**src/hw/rtl/glpf_pkg.sv**
```systemverilog
`default_nettype none
package glpf_pkg;

  // Default sizing
  localparam int MAX_COLS_DEF    = 32;
  localparam int MAX_ROWS_DEF    = 1024;
  localparam int VALUE_WIDTH_DEF = 32;

  // Fixed field widths of the channels
  localparam int PIX_W      = 32;
  localparam int ROW_OUT_W  = 10;
  localparam int COL_OUT_W  = 5;
  localparam int ROW_CNT_W  = 11;
  localparam int COL_CNT_W  = 6;
  localparam int CFG_IDX_W  = 2;
  localparam int CFG_DATA_W = 11;

  // Register indexes
  localparam logic [CFG_IDX_W-1:0] CFG_ROW_COUNT = CFG_IDX_W'(0);
  localparam logic [CFG_IDX_W-1:0] CFG_COL_COUNT = CFG_IDX_W'(1);

  // Register reset values
  localparam logic [ROW_CNT_W-1:0] ROW_COUNT_RST = ROW_CNT_W'(2);
  localparam logic [COL_CNT_W-1:0] COL_COUNT_RST = COL_CNT_W'(2);

  // Sequencer states
  typedef enum logic [1:0] {
    ST_RUN,
    ST_FLUSH,
    ST_DRAIN
  } fsm_t;

  // Which neighbors of a cell exist
  typedef struct packed {
    logic has_up;
    logic has_down;
    logic has_left;
    logic has_right;
  } nbr_mask_t;

endpackage
`default_nettype wire

```
**src/hw/rtl/glpf_in_if.sv**
```systemverilog
`default_nettype none
interface glpf_in_if;
  logic                     valid;
  logic                     ready;
  logic [glpf_pkg::PIX_W-1:0] pixel_value;

  modport source (output valid, output pixel_value, input ready);
  modport sink   (input valid, input pixel_value, output ready);
endinterface
`default_nettype wire

```
**src/hw/rtl/glpf_out_if.sv**
```systemverilog
`default_nettype none
interface glpf_out_if;
  logic                         valid;
  logic                         ready;
  logic [glpf_pkg::ROW_OUT_W-1:0] peak_row;
  logic [glpf_pkg::COL_OUT_W-1:0] peak_col;
  logic                         last_of_run;

  modport source (output valid, output peak_row, output peak_col, output last_of_run,
                  input ready);
  modport sink   (input valid, input peak_row, input peak_col, input last_of_run,
                  output ready);
endinterface
`default_nettype wire

```
**src/hw/rtl/glpf_cfg_if.sv**
```systemverilog
`default_nettype none
interface glpf_cfg_if;
  logic                          valid;
  logic                          ready;
  logic [glpf_pkg::CFG_IDX_W-1:0]  index;
  logic [glpf_pkg::CFG_DATA_W-1:0] data;

  modport source (output valid, output index, output data, input ready);
  modport sink   (input valid, input index, input data, output ready);
endinterface
`default_nettype wire

```
**src/hw/rtl/grid_local_peak_finder_unit.sv**
```systemverilog
`default_nettype none
// 4-neighbor local maximum finder for a grid streamed in raster order.
//
// in_ch   : one grid value per item, row by row.
// out_ch  : row/column of each peak, in raster order; last_of_run marks the
//           final result caused by one input item.
// cfg_ch  : index 0 writes row_count, index 1 writes col_count; a write to
//           either restarts the grid at cell (0,0).
//
// Throughput: one item per cycle inside a grid while the receiver takes the
// results. Each item of a row r >= 1 decides the cell above it; the result
// is registered and visible in the cycle after the item is taken. The final
// cell of the grid starts a sweep of the last row over both read ports of the
// line store (flush, then drain), which takes no item and waits on stalls.
// Reset clears position, counts (both to 2) and the pipeline; the line store
// is not cleared, a row is read only after it has been written.
// A stalled receiver holds the output register; the input is not taken while
// a result waits and no room is free for the next one.
module grid_local_peak_finder_unit #(
  parameter int MAX_COLS    = glpf_pkg::MAX_COLS_DEF,
  parameter int MAX_ROWS    = glpf_pkg::MAX_ROWS_DEF,
  parameter int VALUE_WIDTH = glpf_pkg::VALUE_WIDTH_DEF
) (
  input  wire logic clk,
  input  wire logic rst_n,
  glpf_in_if.sink   in_ch,
  glpf_out_if.source out_ch,
  glpf_cfg_if.sink  cfg_ch
);
  import glpf_pkg::*;

  localparam int RW    = $clog2(MAX_ROWS);
  localparam int CW    = $clog2(MAX_COLS);
  localparam int DEPTH = 2 * MAX_COLS;
  localparam int AW    = $clog2(DEPTH);
  localparam int VW    = VALUE_WIDTH;

  fsm_t                  state_r, state_nxt;
  logic [RW-1:0]         row_r, row_nxt;
  logic [CW-1:0]         col_r, col_nxt;
  logic [CW-1:0]         k_r, k_nxt;
  logic [ROW_CNT_W-1:0]  row_count_r, row_count_nxt;
  logic [COL_CNT_W-1:0]  col_count_r, col_count_nxt;
  logic [VW-1:0]         win_l_r, win_l_nxt;
  logic [VW-1:0]         win_m_r, win_m_nxt;
  logic [VW-1:0]         first_r, first_nxt;
  logic                  flush_slot_r, flush_slot_nxt;
  logic                  rd_ok_r;
  logic                  fwd_a_r, fwd_a_nxt;
  logic                  fwd_b_r, fwd_b_nxt;
  logic [VW-1:0]         fwd_data_r;
  logic                  out_valid_r, out_valid_nxt;
  logic [ROW_OUT_W-1:0]  out_row_r, out_row_nxt;
  logic [COL_OUT_W-1:0]  out_col_r, out_col_nxt;
  logic                  out_last_r, out_last_nxt;
  logic                  pend_valid_r, pend_valid_nxt;
  logic [RW-1:0]         pend_row_r, pend_row_nxt;
  logic [CW-1:0]         pend_col_r, pend_col_nxt;

  logic [RW-1:0]         rows_last;
  logic [CW-1:0]         cols_last;
  logic [31:0]           rc32;
  logic [31:0]           cc32;
  logic                  in_fire;
  logic                  cfg_fire;
  logic                  out_free;
  logic [VW-1:0]         pix;
  logic                  cur_slot;
  logic                  at_last_col;
  logic                  final_item;
  logic                  ram_we;
  logic [AW-1:0]         waddr;
  logic [AW-1:0]         raddr_a;
  logic [AW-1:0]         raddr_b;
  logic [VW-1:0]         ram_a;
  logic [VW-1:0]         ram_b;
  logic [VW-1:0]         rd_a;
  logic [VW-1:0]         rd_b;
  logic [CW-1:0]         a_col;
  logic                  is_pk;
  nbr_mask_t             nbr;

  function automatic logic [AW-1:0] slot_addr(input logic slot, input logic [CW-1:0] col);
    logic [AW-1:0] base;
    base = slot ? AW'(MAX_COLS) : '0;
    return base + AW'(col);
  endfunction

  // Clamp the configured size to the supported range
  always_comb begin
    rc32 = 32'(row_count_r);
    cc32 = 32'(col_count_r);
    if (rc32 < 32'd2) begin
      rows_last = RW'(1);
    end else if (rc32 > 32'(MAX_ROWS)) begin
      rows_last = RW'(MAX_ROWS - 1);
    end else begin
      rows_last = RW'(rc32 - 32'd1);
    end
    if (cc32 < 32'd2) begin
      cols_last = CW'(1);
    end else if (cc32 > 32'(MAX_COLS)) begin
      cols_last = CW'(MAX_COLS - 1);
    end else begin
      cols_last = CW'(cc32 - 32'd1);
    end
  end

  assign pix         = in_ch.pixel_value[VW-1:0];
  assign cur_slot    = row_r[0];
  assign at_last_col = (col_r == cols_last);
  assign final_item  = at_last_col && (row_r == rows_last);
  assign out_free    = !out_valid_r || out_ch.ready;

  // Handshakes
  assign cfg_ch.ready = (state_r == ST_RUN);
  assign in_ch.ready  = (state_r == ST_RUN) && rd_ok_r && out_free && !cfg_ch.valid;
  assign in_fire      = in_ch.valid && in_ch.ready;
  assign cfg_fire     = cfg_ch.valid && cfg_ch.ready;

  assign out_ch.valid       = out_valid_r;
  assign out_ch.peak_row    = out_row_r;
  assign out_ch.peak_col    = out_col_r;
  assign out_ch.last_of_run = out_last_r;

  // Line store: two rows selected by row parity
  glpf_ram #(
    .WIDTH (VW),
    .DEPTH (DEPTH)
  ) u_line_store (
    .clk     (clk),
    .we      (ram_we),
    .waddr   (waddr),
    .wdata   (pix),
    .raddr_a (raddr_a),
    .rdata_a (ram_a),
    .raddr_b (raddr_b),
    .rdata_b (ram_b)
  );

  // Bypass a read that hit the entry written in the same cycle
  assign rd_a = fwd_a_r ? fwd_data_r : ram_a;
  assign rd_b = fwd_b_r ? fwd_data_r : ram_b;

  // Neighbor select: decide the cell above in run, the last row in flush
  always_comb begin
    if (state_r == ST_RUN) begin
      nbr.has_up    = (row_r > RW'(1));
      nbr.has_down  = 1'b1;
      nbr.has_left  = (col_r != '0);
      nbr.has_right = !at_last_col;
    end else begin
      nbr.has_up    = 1'b1;
      nbr.has_down  = 1'b0;
      nbr.has_left  = (k_r != '0);
      nbr.has_right = (k_r != cols_last);
    end
  end

  glpf_peak_check #(
    .VALUE_WIDTH (VW)
  ) u_peak_check (
    .self_val  ($signed(win_m_r)),
    .up_val    ($signed(rd_b)),
    .down_val  ($signed(pix)),
    .left_val  ($signed(win_l_r)),
    .right_val ($signed(rd_a)),
    .nbr       (nbr),
    .is_peak   (is_pk)
  );

  // Next state, store write and result generation
  always_comb begin
    state_nxt      = state_r;
    row_nxt        = row_r;
    col_nxt        = col_r;
    k_nxt          = k_r;
    row_count_nxt  = row_count_r;
    col_count_nxt  = col_count_r;
    win_l_nxt      = win_l_r;
    win_m_nxt      = win_m_r;
    first_nxt      = first_r;
    flush_slot_nxt = flush_slot_r;
    out_valid_nxt  = out_valid_r;
    out_row_nxt    = out_row_r;
    out_col_nxt    = out_col_r;
    out_last_nxt   = out_last_r;
    pend_valid_nxt = pend_valid_r;
    pend_row_nxt   = pend_row_r;
    pend_col_nxt   = pend_col_r;
    ram_we         = 1'b0;
    waddr          = slot_addr(cur_slot, col_r);

    // Retire the output item once taken
    if (out_valid_r && out_ch.ready) begin
      out_valid_nxt = 1'b0;
    end

    // A write to row_count or col_count restarts the grid
    if (cfg_fire) begin
      priority if (cfg_ch.index == CFG_ROW_COUNT) begin
        row_count_nxt = cfg_ch.data[ROW_CNT_W-1:0];
        row_nxt       = '0;
        col_nxt       = '0;
      end else if (cfg_ch.index == CFG_COL_COUNT) begin
        col_count_nxt = cfg_ch.data[COL_CNT_W-1:0];
        row_nxt       = '0;
        col_nxt       = '0;
      end else begin
        row_nxt = row_r;
      end
    end

    unique case (state_r)
      ST_RUN: begin
        if (in_fire) begin
          ram_we    = 1'b1;
          if (col_r == '0) begin
            first_nxt = pix;
          end
          win_l_nxt = win_m_r;
          win_m_nxt = rd_a;
          if (final_item) begin
            // Hold the last decision until the sweep shows whether more follow
            state_nxt      = ST_FLUSH;
            k_nxt          = '0;
            flush_slot_nxt = cur_slot;
            win_m_nxt      = first_r;
            pend_valid_nxt = is_pk;
            pend_row_nxt   = row_r - RW'(1);
            pend_col_nxt   = col_r;
            row_nxt        = '0;
            col_nxt        = '0;
          end else begin
            if ((row_r != '0) && is_pk) begin
              out_valid_nxt = 1'b1;
              out_row_nxt   = ROW_OUT_W'(row_r - RW'(1));
              out_col_nxt   = COL_OUT_W'(col_r);
              out_last_nxt  = 1'b1;
            end
            if (at_last_col) begin
              col_nxt   = '0;
              row_nxt   = row_r + RW'(1);
              win_m_nxt = first_r;
            end else begin
              col_nxt = col_r + CW'(1);
            end
          end
        end
      end
      ST_FLUSH: begin
        if (out_free) begin
          if (is_pk) begin
            if (pend_valid_r) begin
              out_valid_nxt = 1'b1;
              out_row_nxt   = ROW_OUT_W'(pend_row_r);
              out_col_nxt   = COL_OUT_W'(pend_col_r);
              out_last_nxt  = 1'b0;
            end
            pend_valid_nxt = 1'b1;
            pend_row_nxt   = rows_last;
            pend_col_nxt   = k_r;
          end
          win_l_nxt = win_m_r;
          win_m_nxt = rd_a;
          if (k_r == cols_last) begin
            state_nxt = ST_DRAIN;
          end else begin
            k_nxt = k_r + CW'(1);
          end
        end
      end
      ST_DRAIN: begin
        if (out_free) begin
          if (pend_valid_r) begin
            out_valid_nxt = 1'b1;
            out_row_nxt   = ROW_OUT_W'(pend_row_r);
            out_col_nxt   = COL_OUT_W'(pend_col_r);
            out_last_nxt  = 1'b1;
          end
          pend_valid_nxt = 1'b0;
          state_nxt      = ST_RUN;
        end
      end
      default: begin
        state_nxt = ST_RUN;
      end
    endcase
  end

  // Read addresses follow the next position so data lines up with it
  always_comb begin
    if (state_nxt == ST_FLUSH) begin
      a_col   = (k_nxt != cols_last) ? (k_nxt + CW'(1)) : k_nxt;
      raddr_a = slot_addr(flush_slot_nxt, a_col);
      raddr_b = slot_addr(!flush_slot_nxt, k_nxt);
    end else begin
      a_col   = (col_nxt != cols_last) ? (col_nxt + CW'(1)) : col_nxt;
      raddr_a = slot_addr(!row_nxt[0], a_col);
      raddr_b = slot_addr(row_nxt[0], col_nxt);
    end
  end

  assign fwd_a_nxt = ram_we && (waddr == raddr_a);
  assign fwd_b_nxt = ram_we && (waddr == raddr_b);

  // Control registers
  always_ff @(posedge clk) begin
    if (!rst_n) begin
      state_r      <= ST_RUN;
      row_r        <= '0;
      col_r        <= '0;
      k_r          <= '0;
      row_count_r  <= ROW_COUNT_RST;
      col_count_r  <= COL_COUNT_RST;
      rd_ok_r      <= 1'b0;
      fwd_a_r      <= 1'b0;
      fwd_b_r      <= 1'b0;
      out_valid_r  <= 1'b0;
      pend_valid_r <= 1'b0;
    end else begin
      state_r      <= state_nxt;
      row_r        <= row_nxt;
      col_r        <= col_nxt;
      k_r          <= k_nxt;
      row_count_r  <= row_count_nxt;
      col_count_r  <= col_count_nxt;
      rd_ok_r      <= 1'b1;
      fwd_a_r      <= fwd_a_nxt;
      fwd_b_r      <= fwd_b_nxt;
      out_valid_r  <= out_valid_nxt;
      pend_valid_r <= pend_valid_nxt;
    end
  end

  // Payload registers
  always_ff @(posedge clk) begin
    win_l_r      <= win_l_nxt;
    win_m_r      <= win_m_nxt;
    first_r      <= first_nxt;
    flush_slot_r <= flush_slot_nxt;
    fwd_data_r   <= pix;
    out_row_r    <= out_row_nxt;
    out_col_r    <= out_col_nxt;
    out_last_r   <= out_last_nxt;
    pend_row_r   <= pend_row_nxt;
    pend_col_r   <= pend_col_nxt;
  end

endmodule
`default_nettype wire

```
**src/hw/rtl/glpf_ram.sv**
```systemverilog
`default_nettype none
module glpf_ram #(
  parameter  int WIDTH = 32,
  parameter  int DEPTH = 64,
  localparam int AW    = $clog2(DEPTH)
) (
  input  wire logic             clk,
  input  wire logic             we,
  input  wire logic [AW-1:0]    waddr,
  input  wire logic [WIDTH-1:0] wdata,
  input  wire logic [AW-1:0]    raddr_a,
  output logic      [WIDTH-1:0] rdata_a,
  input  wire logic [AW-1:0]    raddr_b,
  output logic      [WIDTH-1:0] rdata_b
);

  logic [WIDTH-1:0] mem [DEPTH];

  // Write one entry, read two with registered data (old data on collision)
  always_ff @(posedge clk) begin
    if (we) begin
      mem[waddr] <= wdata;
    end
    rdata_a <= mem[raddr_a];
    rdata_b <= mem[raddr_b];
  end

endmodule
`default_nettype wire

```
**src/hw/rtl/glpf_peak_check.sv**
```systemverilog
`default_nettype none
module glpf_peak_check #(
  parameter int VALUE_WIDTH = glpf_pkg::VALUE_WIDTH_DEF
) (
  input  wire logic signed [VALUE_WIDTH-1:0] self_val,
  input  wire logic signed [VALUE_WIDTH-1:0] up_val,
  input  wire logic signed [VALUE_WIDTH-1:0] down_val,
  input  wire logic signed [VALUE_WIDTH-1:0] left_val,
  input  wire logic signed [VALUE_WIDTH-1:0] right_val,
  input  wire glpf_pkg::nbr_mask_t           nbr,
  output logic                               is_peak
);
  import glpf_pkg::*;

  // A cell loses only to an existing neighbor that is strictly greater
  always_comb begin
    is_peak = !(nbr.has_up    && (self_val < up_val))    &&
              !(nbr.has_down  && (self_val < down_val))  &&
              !(nbr.has_left  && (self_val < left_val))  &&
              !(nbr.has_right && (self_val < right_val));
  end

endmodule
`default_nettype wire

```
**src/flat_wrapper.sv**
```systemverilog
// flat-port wrapper written by rule: the top's interface ports become plain ports
module grid_local_peak_finder_unit_flat import glpf_pkg::*;
#(
  parameter int MAX_COLS    = glpf_pkg::MAX_COLS_DEF,
  parameter int MAX_ROWS    = glpf_pkg::MAX_ROWS_DEF,
  parameter int VALUE_WIDTH = glpf_pkg::VALUE_WIDTH_DEF
)
  (clk, rst_n, in_ch_valid, in_ch_pixel_value, in_ch_ready, out_ch_valid, out_ch_peak_row, out_ch_peak_col, out_ch_last_of_run, out_ch_ready, cfg_ch_valid, cfg_ch_index, cfg_ch_data, cfg_ch_ready);
  glpf_in_if in_ch_i ();
  glpf_out_if out_ch_i ();
  glpf_cfg_if cfg_ch_i ();
  input  wire logic clk;
  input  wire logic rst_n;
  input wire logic [$bits(in_ch_i.valid)-1:0] in_ch_valid;
  input wire logic [$bits(in_ch_i.pixel_value)-1:0] in_ch_pixel_value;
  output wire logic [$bits(in_ch_i.ready)-1:0] in_ch_ready;
  output wire logic [$bits(out_ch_i.valid)-1:0] out_ch_valid;
  output wire logic [$bits(out_ch_i.peak_row)-1:0] out_ch_peak_row;
  output wire logic [$bits(out_ch_i.peak_col)-1:0] out_ch_peak_col;
  output wire logic [$bits(out_ch_i.last_of_run)-1:0] out_ch_last_of_run;
  input wire logic [$bits(out_ch_i.ready)-1:0] out_ch_ready;
  input wire logic [$bits(cfg_ch_i.valid)-1:0] cfg_ch_valid;
  input wire logic [$bits(cfg_ch_i.index)-1:0] cfg_ch_index;
  input wire logic [$bits(cfg_ch_i.data)-1:0] cfg_ch_data;
  output wire logic [$bits(cfg_ch_i.ready)-1:0] cfg_ch_ready;
  assign in_ch_i.valid = in_ch_valid;
  assign in_ch_i.pixel_value = in_ch_pixel_value;
  assign in_ch_ready = in_ch_i.ready;
  assign out_ch_valid = out_ch_i.valid;
  assign out_ch_peak_row = out_ch_i.peak_row;
  assign out_ch_peak_col = out_ch_i.peak_col;
  assign out_ch_last_of_run = out_ch_i.last_of_run;
  assign out_ch_i.ready = out_ch_ready;
  assign cfg_ch_i.valid = cfg_ch_valid;
  assign cfg_ch_i.index = cfg_ch_index;
  assign cfg_ch_i.data = cfg_ch_data;
  assign cfg_ch_ready = cfg_ch_i.ready;
  grid_local_peak_finder_unit #(.MAX_COLS(MAX_COLS), .MAX_ROWS(MAX_ROWS), .VALUE_WIDTH(VALUE_WIDTH)) u_core (.clk(clk), .rst_n(rst_n), .in_ch(in_ch_i), .out_ch(out_ch_i), .cfg_ch(cfg_ch_i));
endmodule
```
**config.mk**
```make
export PLATFORM = sky130hd
export DESIGN_NAME = grid_local_peak_finder_unit_flat
export DESIGN_NICKNAME = d
export VERILOG_FILES = /design/src/hw/rtl/glpf_pkg.sv /design/src/hw/rtl/glpf_in_if.sv /design/src/hw/rtl/glpf_out_if.sv /design/src/hw/rtl/glpf_cfg_if.sv /design/src/hw/rtl/grid_local_peak_finder_unit.sv /design/src/hw/rtl/glpf_ram.sv /design/src/hw/rtl/glpf_peak_check.sv /design/src/flat_wrapper.sv
export SDC_FILE = /design/constraint.sdc
export NUM_CORES = 2
export LEC_CHECK = 0
export BUFFER_PORTS_ARGS = -buffer_cell sky130_fd_sc_hd__buf_2
export CORE_ASPECT_RATIO = 0.9
export CORE_MARGIN = 2
export CORE_UTILIZATION = 35
export DETAILED_ROUTE_END_ITERATION = 8
export PLACE_DENSITY = 0.56
export SLEW_MARGIN = 0
export SYNTH_ARGS = -nofsm -noshare
export SYNTH_HDL_FRONTEND = slang
export SYNTH_SLANG_ARGS = --single-unit
```
**constraint.sdc**
```tcl
create_clock -name clk -period 7.4 [get_ports clk]
set_clock_uncertainty 0.15 [all_clocks]
set_input_delay 0.74 -clock clk [delete_from_list [all_inputs] [get_ports clk]]
set_output_delay 0.74 -clock clk [all_outputs]
set_load 0.01 [all_outputs]
```
==> impl_metrics.json <==
{
  "status": "completed",
  "finalHoldViolations": 0,
  "ant_nets": 0,
  "drt-pass1-iter-count": 6,
  "start_util_pct": 35.2,
  "path_clk_slew_ps": 60,
  "grt_pass1_vias": 81200,
  "grt_antenna_before_repair": 28,
  "max_stage_delay_ps": 620,
  "hold_end": "u_core.col_count_r[5]",
  "wl_per_cell_um": 35.3,
  "gp_congestion": 0.942,
  "crit_path_end_kind": "flop",
  "vias": 86100,
  "drtIter0Drc": 14600,
  "yosys_register_bits": 2316,
  "final_max_slew_viol_count": 0,
  "grt_pass1_wl_um": 644000,
  "synth_cells": 8694,
  "r2r_start": "u_core.col_count_r[1]",
  "ys.flop_type": "edfxtp_1",
  "switching_power_w": 0.00848,
  "worstReg2RegEnd": "u_core.u_line_store.rdata_a[28]",
  "cts_max_level": 5,
  "synth_area_mm2": 0.114,
  "viasPerCell": 6.44,
  "min_from": "cfg_ch_index[0]",
  "yosysMostFrequentCell": "edfxtp_1",
  "synth_commonest_cells": "2,175 x edfxtp_1, 1,777 x nand2_1, 828 x nand3_1",
  "dpl.cell_count": 12900,
  "cts_buffers": 266,
  "setup_slack_ps": 190,
  "ys_types": 100,
  "drt_wl_total_um": 472000,
  "path_class": "flop to flop",
  "syn_nets": 8885,
  "fin_setup_tns_ps": 0,
  "cellPowerDensity_mw_per_mm2": 245,
  "clock_latency_ps": 920,
  "tightest_slew_ps": 1450,
  "yosysSeqAreaShare_pct": 60.0,
  "worst_ep_arrival_time_ps": 7870,
  "synth_top_area_cell": "edfxtp_1",
  "avgSynthCellArea_um2": 13.1,
  "cp_cell_sequence": "inv_1 > ha_1 > or4b_2 > a211oi_1 > o21ai_0 > a32oi_1 > a21oi_1 > mux2_2 > a221o_1 > a2bb2oi_1 > buf_4 > nand4_2 > mux2i_1 > buf_4 > nor2_4 > buf_4 > buf_12 > buf_6 > nand2_1 > a32oi_1 > nand3_1 > nand4_1 > or3_1",
  "seqPwrFrac_pct": 45.6,
  "drive_gt1_share_pct": 18.7,
  "p_clk_share_pct": 40.8,
  "yosys-top-cells-area": "edfxtp_1 58%, mux4_2 10%, nand2_1 5.9%",
  "area_growth_pct": 15.0,
  "regToRegSetupSlack_ps": 190,
  "p_leak_nw": 43.8,
  "dp_hpwl_um": 293000,
  "synth_top_area_share_pct": 57.5,
  "cts_tree": "yes",
  "ys_async_sr_fraction_pct": 0,
  "grt_usage_pct": 27.7,
  "path_common_cell": "buf_4",
  "grt.overflow.total": 0,
  "max_freq_mhz": 139,
  "p_sw_share_pct": 26.5,
  "io_pins": 69,
  "hold_class": "input port to flop",
  "worstPathMaxFanout": 42,
  "fp.dieW_um": 604,
  "yosysWarnings": 0,
  "final_cells": 13400,
  "cp.required_ps": 8060,
  "fp-row-count": 198,
  "grt_max_degree": 113,
  "core_mm2": 0.323,
  "final-setup-viol-count": 0,
  "fin_nets": 9044,
  "path_buf_inv": 6,
  "dp_slack_ps": 141,
  "drc": 0,
  "clock_sinks": 2316,
  "root_buffer": "clkbuf_16",
  "ir_drop_mv": 0.184,
  "die-area_mm2": 0.329,
  "cts_buffer_depth": 4,
  "setup.worst_path.start_class": "flop",
  "port_buffers": 68,
  "pwr-share-comb_pct": 13.6,
  "cp_slowest_cell": "or4b_2",
  "die_height_um": 544,
  "synth_edf_count": 2175,
  "cp_top_family": "compound AO/OA/AOI/OAI gates",
  "finalCritPeriodShare_pct": 97.4,
  "slew_headroom_pct": 3.06,
  "p_int_w": 0.0235,
  "cap_violations": 0,
  "period_needed_ps": 7210,
  "r2r_cells": 23,
  "holdPathStages": 3
}
-- final cells by class --
class,count,area [um^2]
clock inverters,121,1230
diodes,22,55.1
fillers,29600,192000
flip-flops and latches,2316,68100
repair buffers,572,5440
well taps,4300,5380
inverters,97,364
multi-input cells,5600,42800
clock buffers,352,7200
-- state kept, by name, summed over array words and instances (netlist names), 2 cells and up --
name	cells
u_core.col_count_r	6
u_core.col_r	5
u_core.first_r	32
u_core.fwd_data_r	32
u_core.k_r	5
u_core.out_ch.peak_col	5
u_core.out_ch.peak_row	10
u_core.pend_col_r	5
u_core.pend_row_r	10
u_core.row_count_r	11
u_core.row_r	10
u_core.state_r	2
u_core.u_line_store.mem	2048
u_core.u_line_store.rdata_a	32
u_core.u_line_store.rdata_b	32
u_core.win_l_r	32
u_core.win_m_r	32
-- cells in the final DEF, fill, tap and decap left out, types with 141 or more instances in the layout --
master,netlist,routed
a21oi_1,146,144
nand2_1,1777,1772
ha_1,141,141
a221o_1,308,308
clkbuf_16,0,271
mux2i_1,257,257
nand3_1,828,827
mux4_2,512,512
and3_1,148,145
buf_4,25,388
edfxtp_1,2175,2175
-- logic make-up after synthesis --
| logic type | after synthesis | share of synthesized area, % |
|---|---|---|
| buffers and inverters | 779 | 3.03 |
| AOI/OAI and AO/OA | 1292 | 8.84 |
| and+or+nand+nor | 3244 | 12.7 |
| muxes | 885 | 13.6 |
| xor gates and xnor gates | 37 | 0.285 |
| DFF | 2316 | 60.0 |
| adders and majority gates | 141 | 1.55 |
-- how the worst max path moves through the flow --
| stage | start | end | slack, ps | depth (start not counted) |
|---|---|---|---|---|
| finish | u_core.col_count_r[1] | u_core.u_line_store.rdata_a[28] | 190 | 23 |
| global route | u_core.col_count_r[1] | u_core.u_line_store.rdata_a[28] | -5 | 21 |
| CTS | u_core.col_count_r[1] | u_core.u_line_store.rdata_a[0] | 120 | 20 |
| detailed placement | u_core.col_count_r[1] | u_core.u_line_store.rdata_a[0] | 140 | 20 |
| global placement | u_core.col_count_r[0] | u_core.u_line_store.rdata_a[0] | 100 | 20 |
| floorplan | u_core.row_count_r[2] | u_core.u_line_store.rdata_a[0] | 1790 | 21 |
-- layer usage --
| metal | wire (um) | global-route usage, % |
|---|---|---|
| met5 | 115 | 0 |
| met1 | 180000 | 37.3 |
| met4 | 28400 | 14.5 |
| met3 | 66200 | 8.70 |
| met2 | 198000 | 40.0 |
-- per-stage QoR --
| stage | hold slack, ps | instance area [um^2] | utilization, % | total power, W |
|---|---|---|---|---|
| CTS | 3.56 | 130000 | 40.4 | 0.0319 |
| global route | 56.0 | 131000 | 40.4 | 0.0328 |
| global placement | 319 | 122000 | 37.7 | 0.0190 |
| floorplan | 274 | 114000 | - | 0.0175 |
| finish | 55.6 | 131000 | 40.4 | 0.0320 |
| detailed placement | 308 | 122000 | 37.7 | 0.0191 |
-- tightest hold or removal path: stages --
cell,delay (ps)
buf_2,170
nand3_1,110
a21oi_1,60
-- power by group through the flow --
stage	sequential, W	combinational, W	clock, W
detailed placement	0.0148	0.00421	0
CTS	0.0146	0.00423	0.0131
global route	0.0146	0.00459	0.0136
floorplan	0.0147	0.00271	0
global placement	0.0148	0.00416	0
finish	0.0146	0.00435	0.0131
-- what timing repair did --
item                                    4_1_cts  5_1_grt
hold endpoints to repair                     18        0
endpoints found under the setup margin        0       12
hold buffers                                 12        0
buffers inserted                              0        9
gates resized for setup                       0       10
No activity file was read; power rests on OpenSTA's default activity.
